### src/rtl/radial_light_map_accumulator_top_assert.svh
// Assertion macros for the radial light map accumulator.
// Taken in by radial_light_map_accumulator_top; expects clk and rst_n in scope.
`ifndef RADIAL_LIGHT_MAP_ACCUMULATOR_TOP_ASSERT_SVH
`define RADIAL_LIGHT_MAP_ACCUMULATOR_TOP_ASSERT_SVH

// same-cycle implication
`define RLMA_ASSERT_NOW(lbl, ante, cons, msg) \
  lbl: assert property (@(posedge clk) disable iff (!rst_n) (ante) |-> (cons)) \
    else $error(msg);

// next-cycle implication
`define RLMA_ASSERT_NEXT(lbl, ante, cons, msg) \
  lbl: assert property (@(posedge clk) disable iff (!rst_n) (ante) |=> (cons)) \
    else $error(msg);

`endif

### src/rtl/rlma_pkg.sv
// Shared types and constants for the radial light map accumulator.
// No dependencies; used by rlma_alu, radial_light_map_accumulator_top, rlma_light_map_checker and tb.
package rlma_pkg;

  // request kinds (tuser bit on the input side)
  localparam logic REQ_ADD  = 1'b0;
  localparam logic REQ_READ = 1'b1;

  localparam logic [7:0] LEVEL_MAX = 8'd255;

  localparam int IN_TDATA_W  = 32;
  localparam int OUT_TDATA_W = 8;

  // in_tdata field positions
  localparam int TY_LSB = 0;
  localparam int TX_LSB = 4;
  localparam int RT_LSB = 8;
  localparam int PY_LSB = 12;
  localparam int PX_LSB = 20;

  typedef enum logic [1:0] {
    OP_HOLD,
    OP_MUL,
    OP_DIV_INIT,
    OP_DIV_STEP
  } rlma_op_t;

  typedef enum logic [3:0] {
    ST_CLEAR,
    ST_IDLE,
    ST_RD_REQ,
    ST_RD_DATA,
    ST_SETUP,
    ST_WIN,
    ST_DY,
    ST_DX,
    ST_DIV,
    ST_RECIP,
    ST_P_RD,
    ST_P_MIX,
    ST_P_SCALE,
    ST_P_CORR,
    ST_P_WR,
    ST_RESP
  } rlma_state_t;

endpackage

### src/rtl/rlma_alu.sv
// Shared arithmetic unit: registered multiplier and restoring divide step.
// Depends on rlma_pkg for the operation codes.
module rlma_alu
  import rlma_pkg::*;
#(
  parameter int AW = 24
) (
  input  logic              clk,
  input  rlma_op_t          op,
  input  logic [AW-1:0]     a,
  input  logic [AW-1:0]     b,
  output logic [2*AW-1:0]   res
);

  logic [2*AW-1:0] prod_r, prod_nxt;
  logic [AW:0]     rem_r, rem_nxt;
  logic [AW-1:0]   dvs_r, dvs_nxt;
  logic [AW:0]     rem_dbl;
  logic            rem_ge;

  assign rem_dbl = {rem_r[AW-1:0], 1'b0};
  assign rem_ge  = rem_dbl >= {1'b0, dvs_r};

  always_comb begin
    prod_nxt = prod_r;
    rem_nxt  = rem_r;
    dvs_nxt  = dvs_r;
    case (op)
      OP_MUL: begin
        prod_nxt = a * b;
      end
      OP_DIV_INIT: begin
        // dividend is a single one followed by zeros
        rem_nxt  = (AW+1)'(1);
        dvs_nxt  = b;
        prod_nxt = '0;
      end
      OP_DIV_STEP: begin
        rem_nxt  = rem_ge ? (rem_dbl - {1'b0, dvs_r}) : rem_dbl;
        prod_nxt = {{AW{1'b0}}, prod_r[AW-2:0], rem_ge};
      end
      default: begin
        prod_nxt = prod_r;
      end
    endcase
  end

  always_ff @(posedge clk) begin
    prod_r <= prod_nxt;
    rem_r  <= rem_nxt;
    dvs_r  <= dvs_nxt;
  end

  assign res = prod_r;

endmodule

### config.mk
export PLATFORM = sky130hd
export DESIGN_NAME = rlma_alu
export DESIGN_NICKNAME = d
export VERILOG_FILES = /design/src/rtl/radial_light_map_accumulator_top_assert.svh /design/src/rtl/rlma_pkg.sv /design/src/rtl/rlma_alu.sv
export SDC_FILE = /design/constraint.sdc
export NUM_CORES = 2
export LEC_CHECK = 0
export BUFFER_PORTS_ARGS = -buffer_cell sky130_fd_sc_hd__buf_2
export CAP_MARGIN = 20
export CORE_ASPECT_RATIO = 0.7
export CORE_MARGIN = 2
export CORE_UTILIZATION = 62
export CTS_CLUSTER_SIZE = 20
export DETAILED_ROUTE_END_ITERATION = 16
export GPL_ROUTABILITY_DRIVEN = 0
export MAX_ROUTING_LAYER = met4
export PLACE_DENSITY = 0.8
export SLEW_MARGIN = 40
export SYNTH_ARGS = -nofsm -noshare
export SYNTH_HDL_FRONTEND = slang
export SYNTH_SLANG_ARGS = --single-unit
export TNS_END_PERCENT = 1
### constraint.sdc
create_clock -name clk -period 16.2 [get_ports clk]
set_input_delay 0.81 -clock clk [delete_from_list [all_inputs] [get_ports clk]]
set_output_delay 0.81 -clock clk [all_outputs]
set_load 0.05 [all_outputs]
# ---- Word-level counts from Yosys, hierarchy flattened
# Cells that the tools add are included.
dict set report classes {
  addsub 1
  n_eq_ne 3
  mul 1
  muxes 3
  bitwise 0
  n_reduce_logical 2
  n_div 0
  magnitude_cmp 1
  n_shift 0
}
# cell n
set ops {}
lappend ops {{48-bit one-hot mux with 3 select lines} 1}
lappend ops {{24-bit by 24-bit multiplier with 48-bit output} 1}
lappend ops {{24-bit one-hot mux with 2 select lines} 1}
lappend ops {{25-bit by 24-bit greater-or-equal comparator with 1-bit output} 1}
lappend ops {{24-bit 2-to-1 mux} 1}
lappend ops {{24-bit subtractor} 1}
lappend ops {{2-bit == test (second input constant)} 2}
lappend ops {{3-bit nonzero test} 1}
lappend ops {{2-bit by 1-bit == test with 1-bit output (second input constant)} 1}
lappend ops {{2-bit nonzero test} 1}
dict set report totals {
  mem_bits_rw 0
  in_bits 51
  regBits 96
  mem_bits_ro 0
  n_memories 0
  output_inout_bits 48
  wordCells 14
  latchBits 0
}

# ---- Logic depth before layout (Yosys ltp)
dict set report depth {
  depth_word 3
  mapped_depth 26
  mapped_depth_nobuf 24
}

# ---- Least setup slack after synthesis
# No wires, ideal clock.
dict set report synth_timing {
  path_type {input -> register}
  from {input b[9]}
  to {register prod_r[43], in the netlist res[43] (data pin)}
  setup_slack_ns 9.204
  path_buffers 2
  path_stages 24
  arrival_time_ns 6.734
  path_cell_list {clkbuf_1 > nand2_1 > fa_1 > inv_1 > fa_1 > inv_1 > fa_1 > inv_1 > fa_1 > fa_1 > fa_1 > inv_1 > fa_1 > inv_1 > ha_1 > clkbuf_1 > a21o_1 > a21o_1 > a21oi_1 > o211ai_1 > a221oi_2 > nand2b_1 > a21oi_1 > mux2_1}
}
dict set report synth_between {
  elab_chain_len 2
}
# item line
set synth_lines {}
lappend synth_lines {{start, declared} rlma_alu.sv:11} ;# input logic [AW-1:0] b,
lappend synth_lines {{24-bit by 24-bit multiplier with 48-bit output} rlma_alu.sv:30} ;# prod_nxt = a * b;
lappend synth_lines {{48-bit one-hot mux with 3 select lines} rlma_alu.sv:28} ;# case (op)
lappend synth_lines {{named net prod_nxt[43]} rlma_alu.sv:15} ;# logic [2*AW-1:0] prod_r, prod_nxt;
lappend synth_lines {{end signal, assigned} rlma_alu.sv:49} ;# prod_r <= prod_nxt;
lappend synth_lines {{end, declared} rlma_alu.sv:15}
# The timed path passes the listed nets, and every way through them passes these cells.
# A chain may end at the register's enable or synchronous reset.

# ---- Final worst setup path
dict set report layout_timing {
  from {input a[14]}
  to {register prod_r[41], in the netlist res[41] (data pin)}
}
dict set report layout_between {
  elab_chain_len 2
}
# item line
set layout_lines {}
lappend layout_lines {{start, declared} rlma_alu.sv:10} ;# input logic [AW-1:0] a,
lappend layout_lines {{24-bit by 24-bit multiplier with 48-bit output} rlma_alu.sv:30}
lappend layout_lines {{48-bit one-hot mux with 3 select lines} rlma_alu.sv:28}
lappend layout_lines {{named net prod_nxt[41]} rlma_alu.sv:15}
# The timed path passes the listed nets, and every way through them passes these cells.

==> impl_metrics.py <==
metrics = {
    "outcome": {
        "status": "complete, no violations",
    },
    "die": {
        "num_io_pins": 99,
        "die_h_microns": 169.5,
        "rows": 60,
        "die-area_sq_um": 40770,
        "core_sq_um": 38510,
        "start_util_pct": 63.03,
        "die_w_microns": 240.5,
    },
    "logic_synthesis": {
        "synth_area_per_cell_sq_um": 9.078,
        "synth_fp_nets": 3406,
        "synthArstFlopShare_pct": 0,
        "synthCells": 2674,
        "ys_seq_area_share_pct": 11.88,
        "synth_warnings": 0,
        "ys_ff_latch": 96,
        "synth_largest_area_cell": "fa_1",
        "synth_edf_count": 96,
        "syn_area_sq_um": 24270,
        "synthDominantCellAreaShare_pct": 39.84,
        "yosysUniqueCellTypes": 70,
        "synthFlopType": "edfxtp_1",
        "yosys-top-cells-area": "fa_1 (40%), edfxtp_1 (12%), ha_1 (10%), inv_1 (9.3%), and2_1 (7.3%)",
    },
    "timing": {
        "fin_setup_tns_ps": 0,
        "hold_violations": 0,
        "drv_slew": 0,
        "hold_ws_ps": 566.3,
        "fin_crit_ps": 7505,
        "rsz0062_at_grt": "no",
        "setup_viol": 0,
        "worstMarginPinSlew_ps": 828.8,
        "fin_worst_skew_ps": 9.746,
        "timing.fmax_ghz": 0.1332,
        "maxSlewHeadroom_pct": 44.61,
        "post-route-period-util_pct": 46.33,
    },
    "clock_network": {
        "cts_setup_buffers": 0,
        "ctsResizeCount": 0,
        "post_cts_hold_buffer_count": 0,
        "clock-root-buffer": "clkbuf_16",
        "cts_sinks": 96,
        "cts_made_buffers": 9,
        "htree_levels": 3,
        "cts_tree": "yes",
        "clockBufferDepth": 2,
        "clk_pin_slew_ps": 70,
        "insertion_delay_ps": 370,
    },
    "worst_setup_path": {
        "crit_slowest_cell": "fa_1",
        "cp.arrival_ps": 7620,
        "end_kind": "register",
        "path_class": "in -> reg",
        "critPathMostFrequentCell": "fa_1",
        "cp.required_ps": 16320,
        "worstPathCellList": "buf_2, nand2_1, fa_1, inv_1, fa_1, inv_1, fa_1, fa_1, inv_1, fa_1, fa_1, inv_1, fa_1, inv_1, ha_1, a21o_1, a21o_1, a21oi_1, o211ai_1, a21oi_2, o21ai_1, a21oi_1, mux2_1",
        "crit_path_max_incr_delay_ps": 570,
        "path_max_fanout": 24,
        "startpoint_type": "input port",
    },
    "job": {
        "cap_viol_max_count": 0,
    },
    "finish": {
        "multi_input_area_sq_um": 18620,
        "diodes": 0,
        "nets": 3386,
        "register_area_sq_um": 2883,
        "syn_to_final_growth_pct": 3.964,
        "drive_above_1_share_pct": 5.716,
        "fill_cells": 3072,
    },
    "detailed_routing": {
        "routedWlPerCell_microns": 19.45,
        "wirelength_microns": 61960,
        "postRouteAntennaNets": 0,
        "drtIter0Drc": 1664,
        "first_pass_iters": 8,
        "vias": 18500,
        "via_per_inst": 5.805,
        "drc": 0,
    },
    "global_routing": {
        "met2_usage_pct": 50.68,
        "grt_max_degree": 90,
        "grt_use_total_pct": 32.97,
        "grt_overflow": 0,
        "top_usage_layer": "met2",
        "grtUsageMet1_pct": 45.60,
        "grt_pass1_wl_microns": 101400,
        "antenna_found_initial": 0,
        "grt_use_met3_pct": 6.181,
        "grt_pass1_vias": 19460,
    },
    "placed_design": {
        "io_buffers": 98,
        "dp_hpwl_microns": 48370,
    },
    "min_path": {
        "hold_path.class": "reg -> reg",
    },
}
-- registers in the layout, summed over array words and instances, names as in the netlist --
name   flops
rem_r     24
res       48
dvs_r     24
-- area by class of cell --
type / count / area share [%]
timing repair buffer: 100 / 2.018
multi-input combinational: 1844 / 73.78
sequential: 96 / 11.42
inverter: 603 / 8.969
clock inverter: 6 / 0.2876
clock buffer: 10 / 0.9073
tap: 527 / 2.613
-- final timing paths --
| check | end | slack, ps | depth (start not counted) | start |
|---|---|---|---|---|
| worst min register to register | res[11] | 570 | 2 | res[10] |
| worst max-delay path | res[41] | 8690 | 23 | a[14] |
| worst max register to register | res[0] | 12750 | 9 | rem_r[0] |
| worst min-delay path | res[11] | 570 | 2 | res[10] |
-- Yosys cell counts (all sizes together) (3+ instances only) --
cell     number
nor2         53
nor3         17
or3           7
a31oi         9
and2        284
o21a          4
inv         603
nand2b        6
nand3        35
buf          18
nand4        16
xnor2        29
nand2       382
o22ai         7
clkbuf      113
and3          9
a221oi        6
nor2b        10
a2111oi       3
o31a          3
xor2         21
o21ai        65
edfxtp       96
a21oi        78
or2           4
a21o         39
mux2i         5
o221ai        4
a211o         3
a21boi        4
fa          483
o31ai         4
o21bai       11
nor4          4
ha          198
nand3b        4
o211ai        6
a211oi       12
-- through the flow --
step	utilization [%]	cell area (sq um)	instances	setup slack, ps
global route	65.53	25240	3186	8459
floorplan	-	24270	2674	9204
finish	65.53	25240	3186	8695
CTS	65.49	25220	3186	8781
detailed placement	64.71	24920	3170	8412
global placement	64.68	24910	3170	8508
-- worst max-delay path: cells and delay by family --
family                     cells  cell delay (ps)
adders and majority gates      8             3910
muxes                          1              330
and+or+nand+nor                1              190
AOI/OAI and AO/OA              7             1630
buffers and inverters          6              740
-- per-layer routing --
layer / wire [microns] / vias to the layer above
met1: 25990 / 9369
li1: - / 8081
met4: 1644 / 0
met3: 5658 / 127
met2: 28660 / 919
met5: 0 / -
-- cells by family (layout without fill, tap and decap cells) --
kind of cell	count (synthesis)	count (layout)	share of synthesized area [%]
simple gates	835	835	16.90
compound gates	271	271	7.567
flops	96	96	11.88
buf+inv	734	719	11.51
fa+ha+maj	681	681	50.04
xor+xnor	50	50	1.804
mux	7	7	0.2990
-- layout by cell type (no fill, tap or decap), drive strengths merged, types with 4 or more instances in the layout --
cell type and count:
or3 7, inv 607, nand3 35, edfxtp 96
a21oi 78, o21bai 11, nand2 382, nand4 16
o31ai 4, buf 100, and3 9, a31oi 9
nor4 4, xor2 21, a221oi 6, nor3 17
mux2i 5, clkbuf 10, nand2b 6, a21o 39
and2 284, xnor2 29, a21boi 4, fa 483
a211oi 12, o22ai 7, o21ai 65, o221ai 4
nor2 53, o211ai 6, nor2b 10, o21a 4
or2 4, nand3b 4, ha 198
Power is left out: the tool's default activity adds up to more than one toggle a clock period on the data nets, which glitch-free logic cannot reach.
